**src/sv/dwa_pkg.sv**
```systemverilog
// Shared constants, codes and controller/datapath types for the DFA word acceptor.
package dwa_pkg;

    localparam int STATE_W        = 4;
    localparam int SYMBOL_W       = 8;
    localparam int OP_W           = 3;
    localparam int EDGE_W         = SYMBOL_W + STATE_W;
    localparam int MASK_W         = 16;
    localparam int CFG_IDX_W      = 1;
    localparam int CFG_DATA_W     = 16;
    localparam int NUM_STATES_DEF = 16;
    localparam int MAX_EDGES_DEF  = 8;

    typedef enum logic [OP_W-1:0] {
        OP_CLEAR  = 3'd0,
        OP_ADD    = 3'd1,
        OP_START  = 3'd2,
        OP_SYMBOL = 3'd3,
        OP_END    = 3'd4
    } op_t;

    typedef enum logic [CFG_IDX_W-1:0] {
        CFG_START_STATE = 1'b0,
        CFG_FINAL_MASK  = 1'b1
    } cfg_reg_t;

    typedef enum logic [1:0] {
        ST_IDLE,
        ST_EXEC,
        ST_SEARCH
    } ctrl_state_t;

    typedef struct packed {
        logic latch;
        logic exec;
        logic step;
    } dwa_cmd_t;

    typedef struct packed {
        logic slot_free;
        logic need_search;
        logic search_end;
    } dwa_status_t;

endpackage

```
**src/sv/dwa_item_if.sv**
```systemverilog
// Input item channel: valid/ready handshake with operation and edge payload.
interface dwa_item_if;

    logic                          valid;
    logic                          ready;
    logic [dwa_pkg::OP_W-1:0]      operation;
    logic [dwa_pkg::SYMBOL_W-1:0]  symbol;
    logic [dwa_pkg::STATE_W-1:0]   from_state;
    logic [dwa_pkg::STATE_W-1:0]   to_state;

    modport source (output valid, output operation, output symbol, output from_state,
                    output to_state, input ready);
    modport sink   (input valid, input operation, input symbol, input from_state,
                    input to_state, output ready);

endinterface

```
**src/sv/dwa_result_if.sv**
```systemverilog
// Result channel: valid/ready handshake with verdict, error flag and current state.
interface dwa_result_if;

    logic                         valid;
    logic                         ready;
    logic                         verdict_valid;
    logic                         accepted;
    logic                         table_full;
    logic [dwa_pkg::STATE_W-1:0]  state_now;

    modport source (output valid, output verdict_valid, output accepted, output table_full,
                    output state_now, input ready);
    modport sink   (input valid, input verdict_valid, input accepted, input table_full,
                    input state_now, output ready);

endinterface

```
**src/sv/dwa_ram.sv**
```systemverilog
// Generic single-write, single-read RAM with registered read data.
module dwa_ram #(
    parameter int WIDTH = 12,
    parameter int DEPTH = 128
) (
    input  logic                     clk,
    input  logic                     wr_en,
    input  logic [$clog2(DEPTH)-1:0] wr_addr,
    input  logic [WIDTH-1:0]         wr_data,
    input  logic [$clog2(DEPTH)-1:0] rd_addr,
    output logic [WIDTH-1:0]         rd_data
);

    logic [WIDTH-1:0] mem [DEPTH];

    always_ff @(posedge clk)
    begin
        if (wr_en)
        begin
            mem[wr_addr] <= wr_data;
        end
        rd_data <= mem[rd_addr];
    end

endmodule

```
**src/sv/dwa_ctrl.sv**
```systemverilog
// Controller state machine: sequences accept, execute and edge search.
module dwa_ctrl (
    input  logic                 clk,
    input  logic                 rst_n,
    input  logic                 item_valid,
    output logic                 item_ready,
    input  dwa_pkg::dwa_status_t status,
    output dwa_pkg::dwa_cmd_t    cmd
);

    import dwa_pkg::*;

    ctrl_state_t state_reg;
    ctrl_state_t state_next;

    always_ff @(posedge clk or negedge rst_n)
    begin
        if (!rst_n)
        begin
            state_reg <= ST_IDLE;
        end
        else
        begin
            state_reg <= state_next;
        end
    end

    always_comb
    begin
        state_next = state_reg;
        unique case (state_reg)
            ST_IDLE:
            begin
                if (item_valid && status.slot_free)
                begin
                    state_next = ST_EXEC;
                end
            end
            ST_EXEC:
            begin
                state_next = status.need_search ? ST_SEARCH : ST_IDLE;
            end
            ST_SEARCH:
            begin
                state_next = status.search_end ? ST_IDLE : ST_SEARCH;
            end
            default:
            begin
                state_next = ST_IDLE;
            end
        endcase
    end

    always_comb
    begin
        item_ready = 1'b0;
        cmd        = '0;
        unique case (state_reg)
            ST_IDLE:
            begin
                item_ready = status.slot_free;
                cmd.latch  = status.slot_free && item_valid;
            end
            ST_EXEC:
            begin
                cmd.exec = 1'b1;
            end
            ST_SEARCH:
            begin
                cmd.step = 1'b1;
            end
            default:
            begin
                item_ready = 1'b0;
            end
        endcase
    end

    // search is entered only from execute
    a_search_entry: assert property (@(posedge clk) disable iff (!rst_n)
        (state_reg == ST_SEARCH) |->
            ($past(state_reg) == ST_EXEC || $past(state_reg) == ST_SEARCH))
        else $error("search state entered without execute");

endmodule

```
**src/sv/dwa_datapath.sv**
```systemverilog
// Datapath: item latch, edge counts, edge table, automaton state and result register.
module dwa_datapath #(
    parameter int NUM_STATES = dwa_pkg::NUM_STATES_DEF,
    parameter int MAX_EDGES  = dwa_pkg::MAX_EDGES_DEF
) (
    input  logic                           clk,
    input  logic                           rst_n,
    input  dwa_pkg::dwa_cmd_t              cmd,
    output dwa_pkg::dwa_status_t           status,
    input  logic [dwa_pkg::OP_W-1:0]       operation,
    input  logic [dwa_pkg::SYMBOL_W-1:0]   symbol,
    input  logic [dwa_pkg::STATE_W-1:0]    from_state,
    input  logic [dwa_pkg::STATE_W-1:0]    to_state,
    input  logic                           cfg_we,
    input  logic [dwa_pkg::CFG_IDX_W-1:0]  cfg_index,
    input  logic [dwa_pkg::CFG_DATA_W-1:0] cfg_data,
    output logic                           result_valid,
    input  logic                           result_ready,
    output logic                           verdict_valid,
    output logic                           accepted,
    output logic                           table_full,
    output logic [dwa_pkg::STATE_W-1:0]    state_now
);

    import dwa_pkg::*;

    localparam int SLOTS    = NUM_STATES * MAX_EDGES;
    localparam int ADDR_W   = $clog2(SLOTS);
    localparam int ST_IDX_W = $clog2(NUM_STATES);
    localparam int CNT_W    = $clog2(MAX_EDGES + 1);

    logic [OP_W-1:0]     op_reg;
    logic [SYMBOL_W-1:0] sym_reg;
    logic [STATE_W-1:0]  from_reg;
    logic [STATE_W-1:0]  to_reg;

    logic [STATE_W-1:0]  cur_reg, cur_next;
    logic                alive_reg, alive_next;
    logic [CNT_W-1:0]    cnt_reg [NUM_STATES];
    logic [CNT_W-1:0]    cnt_next [NUM_STATES];
    logic [CNT_W-1:0]    idx_reg, idx_next;
    logic [STATE_W-1:0]  start_reg, start_next;
    logic [MASK_W-1:0]   mask_reg, mask_next;

    logic                out_valid_reg, out_valid_next;
    logic                verdict_reg, verdict_next;
    logic                acc_reg, acc_next;
    logic                full_reg, full_next;
    logic [STATE_W-1:0]  state_now_reg, state_now_next;

    logic                from_ok;
    logic                cur_ok;
    logic [CNT_W-1:0]    from_cnt;
    logic [CNT_W-1:0]    cur_cnt;
    logic                add_full;
    logic                need_search;
    logic [CNT_W-1:0]    idx_inc;
    logic [CNT_W-1:0]    rd_idx;
    logic [ADDR_W-1:0]   rd_addr;
    logic [ADDR_W-1:0]   wr_addr;
    logic                wr_en;
    logic [EDGE_W-1:0]   rd_data;
    logic                hit;
    logic                last;
    logic                load;

    always_ff @(posedge clk)
    begin
        if (cmd.latch)
        begin
            op_reg   <= operation;
            sym_reg  <= symbol;
            from_reg <= from_state;
            to_reg   <= to_state;
        end
    end

    assign from_ok     = 32'(from_reg) < 32'(NUM_STATES);
    assign cur_ok      = 32'(cur_reg) < 32'(NUM_STATES);
    assign from_cnt    = cnt_reg[ST_IDX_W'(from_reg)];
    assign cur_cnt     = cnt_reg[ST_IDX_W'(cur_reg)];
    assign add_full    = from_cnt == CNT_W'(MAX_EDGES);
    assign need_search = (op_t'(op_reg) == OP_SYMBOL) && alive_reg && cur_ok
                         && (cur_cnt != '0);
    assign idx_inc     = idx_reg + CNT_W'(1);
    assign rd_idx      = cmd.step ? idx_inc : '0;
    assign rd_addr     = ADDR_W'(cur_reg) * ADDR_W'(MAX_EDGES) + ADDR_W'(rd_idx);
    assign wr_addr     = ADDR_W'(from_reg) * ADDR_W'(MAX_EDGES) + ADDR_W'(from_cnt);
    assign wr_en       = cmd.exec && (op_t'(op_reg) == OP_ADD) && from_ok && !add_full;
    assign hit         = rd_data[EDGE_W-1:STATE_W] == sym_reg;
    assign last        = idx_inc == cur_cnt;

    dwa_ram #(
        .WIDTH (EDGE_W),
        .DEPTH (SLOTS)
    ) u_edge_ram (
        .clk     (clk),
        .wr_en   (wr_en),
        .wr_addr (wr_addr),
        .wr_data ({sym_reg, to_reg}),
        .rd_addr (rd_addr),
        .rd_data (rd_data)
    );

    always_comb
    begin
        cur_next     = cur_reg;
        alive_next   = alive_reg;
        cnt_next     = cnt_reg;
        idx_next     = idx_reg;
        load         = 1'b0;
        verdict_next = 1'b0;
        acc_next     = 1'b0;
        full_next    = 1'b0;

        if (cmd.exec)
        begin
            unique case (op_t'(op_reg))
                OP_CLEAR:
                begin
                    for (int i = 0; i < NUM_STATES; i++)
                    begin
                        cnt_next[i] = '0;
                    end
                    load = 1'b1;
                end
                OP_ADD:
                begin
                    if (from_ok)
                    begin
                        if (add_full)
                        begin
                            full_next = 1'b1;
                        end
                        else
                        begin
                            cnt_next[ST_IDX_W'(from_reg)] = from_cnt + CNT_W'(1);
                        end
                    end
                    load = 1'b1;
                end
                OP_START:
                begin
                    cur_next   = start_reg;
                    alive_next = 1'b1;
                    load       = 1'b1;
                end
                OP_SYMBOL:
                begin
                    if (need_search)
                    begin
                        idx_next = '0;
                    end
                    else
                    begin
                        alive_next = 1'b0;
                        load       = 1'b1;
                    end
                end
                OP_END:
                begin
                    verdict_next = 1'b1;
                    acc_next     = alive_reg && mask_reg[cur_reg];
                    alive_next   = 1'b0;
                    load         = 1'b1;
                end
                default:
                begin
                    load = 1'b1;
                end
            endcase
        end

        if (cmd.step)
        begin
            if (hit)
            begin
                cur_next = rd_data[STATE_W-1:0];
                load     = 1'b1;
            end
            else if (last)
            begin
                alive_next = 1'b0;
                load       = 1'b1;
            end
            else
            begin
                idx_next = idx_inc;
            end
        end

        state_now_next = cur_next;

        if (load)
        begin
            out_valid_next = 1'b1;
        end
        else if (result_ready)
        begin
            out_valid_next = 1'b0;
        end
        else
        begin
            out_valid_next = out_valid_reg;
        end
    end

    always_comb
    begin
        start_next = start_reg;
        mask_next  = mask_reg;
        if (cfg_we)
        begin
            unique case (cfg_reg_t'(cfg_index))
                CFG_START_STATE: start_next = cfg_data[STATE_W-1:0];
                CFG_FINAL_MASK:  mask_next  = cfg_data[MASK_W-1:0];
                default:         start_next = start_reg;
            endcase
        end
    end

    always_ff @(posedge clk or negedge rst_n)
    begin
        if (!rst_n)
        begin
            cur_reg       <= '0;
            alive_reg     <= 1'b0;
            cnt_reg       <= '{default: '0};
            idx_reg       <= '0;
            start_reg     <= '0;
            mask_reg      <= '0;
            out_valid_reg <= 1'b0;
        end
        else
        begin
            cur_reg       <= cur_next;
            alive_reg     <= alive_next;
            cnt_reg       <= cnt_next;
            idx_reg       <= idx_next;
            start_reg     <= start_next;
            mask_reg      <= mask_next;
            out_valid_reg <= out_valid_next;
        end
    end

    always_ff @(posedge clk)
    begin
        if (load)
        begin
            verdict_reg   <= verdict_next;
            acc_reg       <= acc_next;
            full_reg      <= full_next;
            state_now_reg <= state_now_next;
        end
    end

    assign status.slot_free   = !out_valid_reg || result_ready;
    assign status.need_search = need_search;
    assign status.search_end  = hit || last;

    assign result_valid  = out_valid_reg;
    assign verdict_valid = verdict_reg;
    assign accepted      = acc_reg;
    assign table_full    = full_reg;
    assign state_now     = state_now_reg;

    a_load_slot: assert property (@(posedge clk) disable iff (!rst_n)
        load |-> !out_valid_reg)
        else $error("result loaded over a pending result");

    a_step_alive: assert property (@(posedge clk) disable iff (!rst_n)
        cmd.step |-> (alive_reg && cur_ok))
        else $error("edge search on a dead word or bad state");

    a_step_idx: assert property (@(posedge clk) disable iff (!rst_n)
        cmd.step |-> (idx_reg < cur_cnt))
        else $error("edge search past the stored edge count");

endmodule

```
**src/sv/dfa_word_acceptor.sv**
```systemverilog
// Top level of the DFA word acceptor: controller, datapath and channel hookup.
//
// Items arrive on the item channel and each gives exactly one transfer on the
// result channel. Operations: clear table, add edge, start word, symbol, end word.
// start_state and final_state_mask are written through cfg_we/cfg_index/cfg_data;
// the user must write them only while the block is idle; the block does not enforce it.
//
// Result: the result register loads in the cycle after the item transfer for
// every operation except a symbol that searches the edge list; such a symbol
// first steps through the stored edges of the current state until a match or
// the last edge. The search reads the edge table RAM one entry a cycle through
// its registered read port. Flow: one item at a time; a new item is taken once
// the result register is empty or being drained.
//
// Reset clears the automaton state, edge counts, configuration and result valid;
// the edge table itself needs no clearing. A stalled receiver holds the result and
// the block takes no further item until that result is transferred.
module dfa_word_acceptor #(
    parameter int NUM_STATES = dwa_pkg::NUM_STATES_DEF,
    parameter int MAX_EDGES  = dwa_pkg::MAX_EDGES_DEF
) (
    input  logic                           clk,
    input  logic                           rst_n,
    input  logic                           cfg_we,
    input  logic [dwa_pkg::CFG_IDX_W-1:0]  cfg_index,
    input  logic [dwa_pkg::CFG_DATA_W-1:0] cfg_data,
    dwa_item_if.sink                       item,
    dwa_result_if.source                   result
);

    import dwa_pkg::*;

    dwa_cmd_t    cmd;
    dwa_status_t status;

    dwa_ctrl u_ctrl (
        .clk        (clk),
        .rst_n      (rst_n),
        .item_valid (item.valid),
        .item_ready (item.ready),
        .status     (status),
        .cmd        (cmd)
    );

    dwa_datapath #(
        .NUM_STATES (NUM_STATES),
        .MAX_EDGES  (MAX_EDGES)
    ) u_datapath (
        .clk           (clk),
        .rst_n         (rst_n),
        .cmd           (cmd),
        .status        (status),
        .operation     (item.operation),
        .symbol        (item.symbol),
        .from_state    (item.from_state),
        .to_state      (item.to_state),
        .cfg_we        (cfg_we),
        .cfg_index     (cfg_index),
        .cfg_data      (cfg_data),
        .result_valid  (result.valid),
        .result_ready  (result.ready),
        .verdict_valid (result.verdict_valid),
        .accepted      (result.accepted),
        .table_full    (result.table_full),
        .state_now     (result.state_now)
    );

endmodule
```
**src/flat_wrapper.sv**
```systemverilog
// flat-port wrapper written by rule: the top's interface ports become plain ports
module dfa_word_acceptor_flat import dwa_pkg::*;
#(
    parameter int NUM_STATES = dwa_pkg::NUM_STATES_DEF,
    parameter int MAX_EDGES  = dwa_pkg::MAX_EDGES_DEF
)
  (clk, rst_n, cfg_we, cfg_index, cfg_data, item_valid, item_operation, item_symbol, item_from_state, item_to_state, item_ready, result_valid, result_verdict_valid, result_accepted, result_table_full, result_state_now, result_ready);
  dwa_item_if item_i ();
  dwa_result_if result_i ();
  input  logic clk;
  input  logic rst_n;
  input  logic cfg_we;
  input  logic [dwa_pkg::CFG_IDX_W-1:0] cfg_index;
  input  logic [dwa_pkg::CFG_DATA_W-1:0] cfg_data;
  input wire logic [$bits(item_i.valid)-1:0] item_valid;
  input wire logic [$bits(item_i.operation)-1:0] item_operation;
  input wire logic [$bits(item_i.symbol)-1:0] item_symbol;
  input wire logic [$bits(item_i.from_state)-1:0] item_from_state;
  input wire logic [$bits(item_i.to_state)-1:0] item_to_state;
  output wire logic [$bits(item_i.ready)-1:0] item_ready;
  output wire logic [$bits(result_i.valid)-1:0] result_valid;
  output wire logic [$bits(result_i.verdict_valid)-1:0] result_verdict_valid;
  output wire logic [$bits(result_i.accepted)-1:0] result_accepted;
  output wire logic [$bits(result_i.table_full)-1:0] result_table_full;
  output wire logic [$bits(result_i.state_now)-1:0] result_state_now;
  input wire logic [$bits(result_i.ready)-1:0] result_ready;
  assign item_i.valid = item_valid;
  assign item_i.operation = item_operation;
  assign item_i.symbol = item_symbol;
  assign item_i.from_state = item_from_state;
  assign item_i.to_state = item_to_state;
  assign item_ready = item_i.ready;
  assign result_valid = result_i.valid;
  assign result_verdict_valid = result_i.verdict_valid;
  assign result_accepted = result_i.accepted;
  assign result_table_full = result_i.table_full;
  assign result_state_now = result_i.state_now;
  assign result_i.ready = result_ready;
  dfa_word_acceptor #(.NUM_STATES(NUM_STATES), .MAX_EDGES(MAX_EDGES)) u_core (.clk(clk), .rst_n(rst_n), .cfg_we(cfg_we), .cfg_index(cfg_index), .cfg_data(cfg_data), .item(item_i), .result(result_i));
endmodule
```
**config.mk**
```make
export PLATFORM = sky130hd
export DESIGN_NAME = dfa_word_acceptor_flat
export DESIGN_NICKNAME = d
export VERILOG_FILES = /design/src/sv/dwa_pkg.sv /design/src/sv/dwa_item_if.sv /design/src/sv/dwa_result_if.sv /design/src/sv/dwa_ram.sv /design/src/sv/dwa_ctrl.sv /design/src/sv/dwa_datapath.sv /design/src/sv/dfa_word_acceptor.sv /design/src/flat_wrapper.sv
export SDC_FILE = /design/constraint.sdc
export NUM_CORES = 2
export LEC_CHECK = 0
export ABC_AREA = 1
export BUFFER_PORTS_ARGS = -buffer_cell sky130_fd_sc_hd__buf_2
export CAP_MARGIN = 40
export CORE_UTILIZATION = 51
export DETAILED_ROUTE_END_ITERATION = 7
export GPL_ROUTABILITY_DRIVEN = 0
export GPL_TIMING_DRIVEN = 0
export PLACE_DENSITY = 0.66
export SKIP_LAST_GASP = 1
export SYNTH_ARGS = -nofsm -noshare
export SYNTH_HDL_FRONTEND = slang
export SYNTH_HIERARCHICAL = 1
export SYNTH_SLANG_ARGS = --single-unit
```
**constraint.sdc**
```tcl
create_clock -name clk -period 6.39 [get_ports clk]
set_input_delay 0.3195 -clock clk [delete_from_list [all_inputs] [get_ports clk]]
set_output_delay 0.3195 -clock clk [all_outputs]
set_load 0.01 [all_outputs]
```
# Yosys cells after proc, flatten, opt, wreduce, memory -nomap -nowiden
# Memories as Yosys holds them, arrays and structs flattened. A register that Yosys moved wholly into a read port is not among the register bits.
# Index checks and enable logic that the tools add are counted.
# totals
ff_bits	122
n_memories	1
inputBits	41
ramBits	1536
# mem_list
name	words	width	rd	rd_clocked_by_memory_dff	write_ports	line_no	rtl
u_core.u_datapath.u_edge_ram.mem	128	12	1	1	1	dwa_ram.sv:14	logic [WIDTH-1:0] mem [DEPTH];
# classes
bitwise	3
eq_ne	11
n_mux	50
addsub	4
reduce_logical	21
magnitude_cmp	4
# op_table
cell	count
$pmux 64 s2	1
$bwmux 64	1
$mux 4	16
$mux 64	1
$bmux 4 s4	2
$mux 1	22
$demux 4 s4	1
$add 7x4->7	2
$ge 5x5->1 const B	2
$not 4->5	2
$add 4x1->4 const B	2
$eq 8x8->1	1
$reduce_and 2->1	4
$logic_and 1x1->1	7
$eq 3x2->1 const B	2
$mux 2	3
$pmux 2 s3	1
$lt 4x5->1 const B	1
$lt 5x1->1 const B	1
$bmux 1 s4	1
$eq 4x4->1	1
$eq 4x4->1 const B	1
$ne 2x2->1 const B	2
$reduce_bool 2->1	2
other kinds (12)	14

# Longest topological paths before layout
# depth
depth_word	13
ltp_mapped	20

# By module
# The synthesis kept the hierarchy.
# by_module_without_submodules
mod	cells_each	n_inst	seq_area_each_um2	area_each_um2
dwa_ram	5265	1	46364.5	62752.7
dwa_datapath	953	1	3133.0	7054.3
dwa_ctrl	16	1	50.0	107.6

# Least setup slack after synthesis
# Ideal clock, no wire load.
# synth_path
kind	register to register
startpoint	register u_core.u_datapath.from_reg[1]
endpoint	memory u_core.u_datapath.u_edge_ram.mem[105][0], enable pin
path_stages_with_launch	19
n_path_buf	4
arrival_ns	3.386
t_required_ns	6.010
path_slack_ns	2.624
path_cell_list	edfxtp_1 -> nor2_2 -> buf_4 -> inv_1 -> o21ai_0 -> o21ai_1 -> nand2_1 -> inv_1 -> nand2_2 -> clkinv_1 -> buf_2 -> ha_1 -> nand3_1 -> nand3_1 -> inv_1 -> clkbuf_1 -> nand2_1 -> clkbuf_1 -> nor2_1
# synth_between
elab_chain_len	9
elab_cells_between_ends	10
# synth_rtl
item	line_no	rtl
from (decl)	dwa_datapath.sv:34	logic [STATE_W-1:0] from_reg;
from (signal assigned)	dwa_datapath.sv:73	from_reg <= from_state;
$not 4->5 (not written as such)	dwa_datapath.sv:80	assign from_cnt = cnt_reg[ST_IDX_W'(from_reg)];
$bmux 4 s4	dwa_datapath.sv:80	
$mux 4 (not written as such) (2 in series)	dwa_datapath.sv:80	
via u_core.u_datapath.from_cnt[0]	dwa_datapath.sv:53	logic [CNT_W-1:0] from_cnt;
$eq 4x4->1	dwa_datapath.sv:82	assign add_full = from_cnt == CNT_W'(MAX_EDGES);
$logic_not 1->1	dwa_datapath.sv:89	assign wr_en = cmd.exec && (op_t'(op_reg) == OP_ADD) && from_ok && !add_full;
$logic_and 1x1->1	dwa_datapath.sv:89	
via u_core.u_datapath.wr_en	dwa_datapath.sv:61	logic wr_en;
$mux 1	dwa_ram.sv:18	if (wr_en)
$mux 1 (not written as such)	dwa_ram.sv:20	mem[wr_addr] <= wr_data;
to (decl)	dwa_ram.sv:14	
# The timed path passes the listed nets, and every way through them passes these cells. The select of a mux whose other input is x is not followed.

# Worst setup path in the final report
# layout_path
startpoint	register u_core.u_datapath.from_reg[0]
endpoint	memory u_core.u_datapath.u_edge_ram.mem[46][9], enable pin
# The elaborated chain is that of the path after synthesis.

==> qor.yml <==
logic_synthesis:
  synth_warnings: 6
  postSynthCellCount: 6234
  ys_ff_latch: 1670
  synth_edf_count: 1562
  synth_area_sq_mm: 0.0699
  netlist_top_cells_area: "edfxtp_1 (67%), nand2_1 (11%), nand3_1 (11%)"
  synth_ff_type: "edfxtp_1"
  yosysSeqAreaShare: 0.709
  synth_nets: 6282
  synth_area_leader_cell: "edfxtp_1"
  synthArstFlopShare: 0.0575
  synth_top_area_frac: 0.671
  synth_cell_types: 40
  avgSynthCellArea_sq_um: 11.2
routing:
  drc: 1
  wirelength_microns: 235000
  vias: 52700
  antenna_left: 0
  vias_per_cell: 6.09
  drt_iter0_markers: 9214
  wl_per_cell_microns: 27.2
  first_pass_iters: 8
floorplanning:
  start_util: 0.515
  die_x_microns: 372
  dieHeight_microns: 372
  row_count: 135
  pin_count: 50
  dieArea_sq_mm: 0.139
  core_sq_mm: 0.136
final_layout:
  final_common_cell: "nand2_1"
  areaGrowthSynthToFinish_pct: 17.2
  fin_nets: 6779
  drive_above_1_share: 0.128
  multiInputGateArea_sq_mm: 0.0177
  utilization: 0.603
  instances_no_fill: 8644
  final_cell_area_sq_mm: 0.0819
  layout_common_cells: "nand2_1 (2117), edfxtp_1 (1562), nand3_1 (1517), buf_2 (218), nor2_1 (203)"
  largest_reg_flops: 1536
  fill_cells: 10600
  final-seq-area_sq_mm: 0.0495
worst_hold_path:
  hp-class: "in2reg"
  holdPathStages: 5
timing:
  slew_violations: 0
  slew_headroom: 0.339
  fin_skew_ns: 0.0386
  hold_viol_final: 0
  min_period_ns: 6.42
  tightest_slew_ns: 0.991
  clock.fmax_mhz: 156
  holdWs_ns: 0.100
  rsz0062_at_grt: "false"
  fin_ws_ns: -0.0307
  setup_viol: 15
  period_share: 1.00
placement:
  placed_cell_area_sq_mm: 0.0760
  dp.cells: 8293
  io_buffers: 49
  place_hpwl_microns: 169000
clocking:
  numCtsBuffers: 171
  clockBufferDepth: 3
  cts-root-buf: "clkbuf_16"
  clock-sinks: 1670
  clk_pin_slew_ns: 0.06
  htree_levels: 4
  cts_tree: "done"
  clk_latency_ns: 0.82
worst_setup_path:
  cp_common_cell: "inv_1"
  critPathSlowestCell: "nor2_1"
  crit_fanout: 10
  r2r_cells: 19
  cp-start-kind: "flop"
  path_cells: "nor2_2, buf_4, inv_1, o21ai_0, o21ai_1, nand2_1, inv_1, nand2_2, clkinv_1, buf_2, ha_1, nand3_1, nand3_1, inv_1, clkbuf_1, nand2_1, clkbuf_1, nor2_1, buf_4"
  critPathKind: "reg2reg"
  slowest_delay_ns: 0.73
  end_kind: "flop"
  critPathRequiredTime_ns: 6.91
  cp.arrival_ns: 6.94
global_routing:
  grt_max_degree: 50
  grt_pass1_vias: 48500
  grt_util_all_layers: 0.339
  grt-ovfl-total: 0
  grt_pass1_wl_microns: 333000
  antenna_found_initial: 5
power_and_ir_drop:
  peakVddDrop_mv: 0.288
  powerDensity_mw_per_mm2: 356
  p_leak_nw: 30.4
job:
  drv_cap: 0
run_status:
  status: "finished with violations"
  violations: "DRC, setup timing"
cell usage after synthesis (all sizes together), types with 6 or more instances:
library cell,number
a21oi,27
buf,286
clkbuf,95
clkinv,7
dfrtp,96
dfxtp,12
edfxtp,1562
ha,7
inv,138
mux2,12
nand2,2124
nand3,1526
nor2,252
nor3,9
o21ai,45
o22ai,6
or2,8
critical path, delay by kind of cell, from the launching register on:
family	cells	cell delay [ns]
buffers and inverters	9	2.89
AND/OR/NAND/NOR	7	2.10
flip-flops	1	0.52
AO/OA/AOI/OAI	2	0.28
adder cells (fa/ha/maj)	1	0.28
routing by layer:
layer  share of wire  track usage  vias to the layer above
li1                -            -                    22700
met1            0.36        0.457                    25400
met2            0.44        0.506                     3831
met3            0.14       0.0916                      770
met4           0.061        0.171                       10
met5         0.00038            0                        -
kinds of logic after synthesis:
logic type / Yosys count / share of synthesized area
buffers and inverters: 526 / 0.0393
flip-flops: 1670 / 0.709
AND/OR/NAND/NOR: 3921 / 0.241
AO/OA/AOI/OAI: 91 / 0.00707
adder cells (fa/ha/maj): 7 / 0.00125
XOR/XNOR: 7 / 0.000877
multiplexers: 12 / 0.00193
path summary, 6_finish.rpt:
| check | start | endpoint | slack, ns |
|---|---|---|---|
| worst max register to register | u_core/u_datapath/from_reg[0]$_DFFE_PP_ | u_core/u_datapath/u_edge_ram/mem[46][9]$_DFFE_PP_ | -0.03 |
| worst min-delay path | cfg_index | u_core/u_datapath/mask_reg[3]$_DFFE_PN0P_ | 0.10 |
| min in group asynchronous | rst_n | u_core/u_datapath/cnt_reg[50]$_DFFE_PN0P_ | 0.12 |
| worst max-delay path | u_core/u_datapath/from_reg[0]$_DFFE_PP_ | u_core/u_datapath/u_edge_ram/mem[46][9]$_DFFE_PP_ | -0.03 |
| max in group asynchronous | rst_n | u_core/u_datapath/mask_reg[4]$_DFFE_PN0P_ | 5.61 |
| worst min register to register | u_core/u_datapath/cnt_reg[34]$_DFFE_PN0P_ | u_core/u_datapath/cnt_reg[34]$_DFFE_PN0P_ | 0.48 |
where the power goes:
part,leakage [nW],internal (mW),switching [mW]
Combinational,12.3,1.80,4.80
Sequential,15.4,12.5,0.158
Clock,2.66,5.71,4.16
per-stage QoR:
step | power (mW) | TNS, ns | setup slack (ns)
6_report | 29.2 | -0.363 | -0.0307
5_1_grt | 29.8 | 0 | 0.0326
4_1_cts | 28.9 | 0 | 0.276
3_5_place_dp | 19.1 | 0 | 0.321
3_3_place_gp | 18.7 | -2.67 | -0.0674
2_1_floorplan | 16.2 | 0 | 2.62
repair_timing:
item                                   CTS  global route
hold buffers                            41             0
setup endpoints to repair                0             0
endpoints found under the hold margin   95             0
resized for setup                        0             0
setup buffers                            0             0
area by class of cell:
type                    instances  share of cell area
diodes                          4            0.000122
clock inverters                79              0.0103
repair buffers                324              0.0515
plain buffers                 381              0.0268
multi-input cells            4038               0.217
well taps                    1781              0.0272
inverters                     145             0.00671
flip-flops and latches       1670               0.605
clock buffers                 222              0.0558
Power figures use the tool's default switching activity.
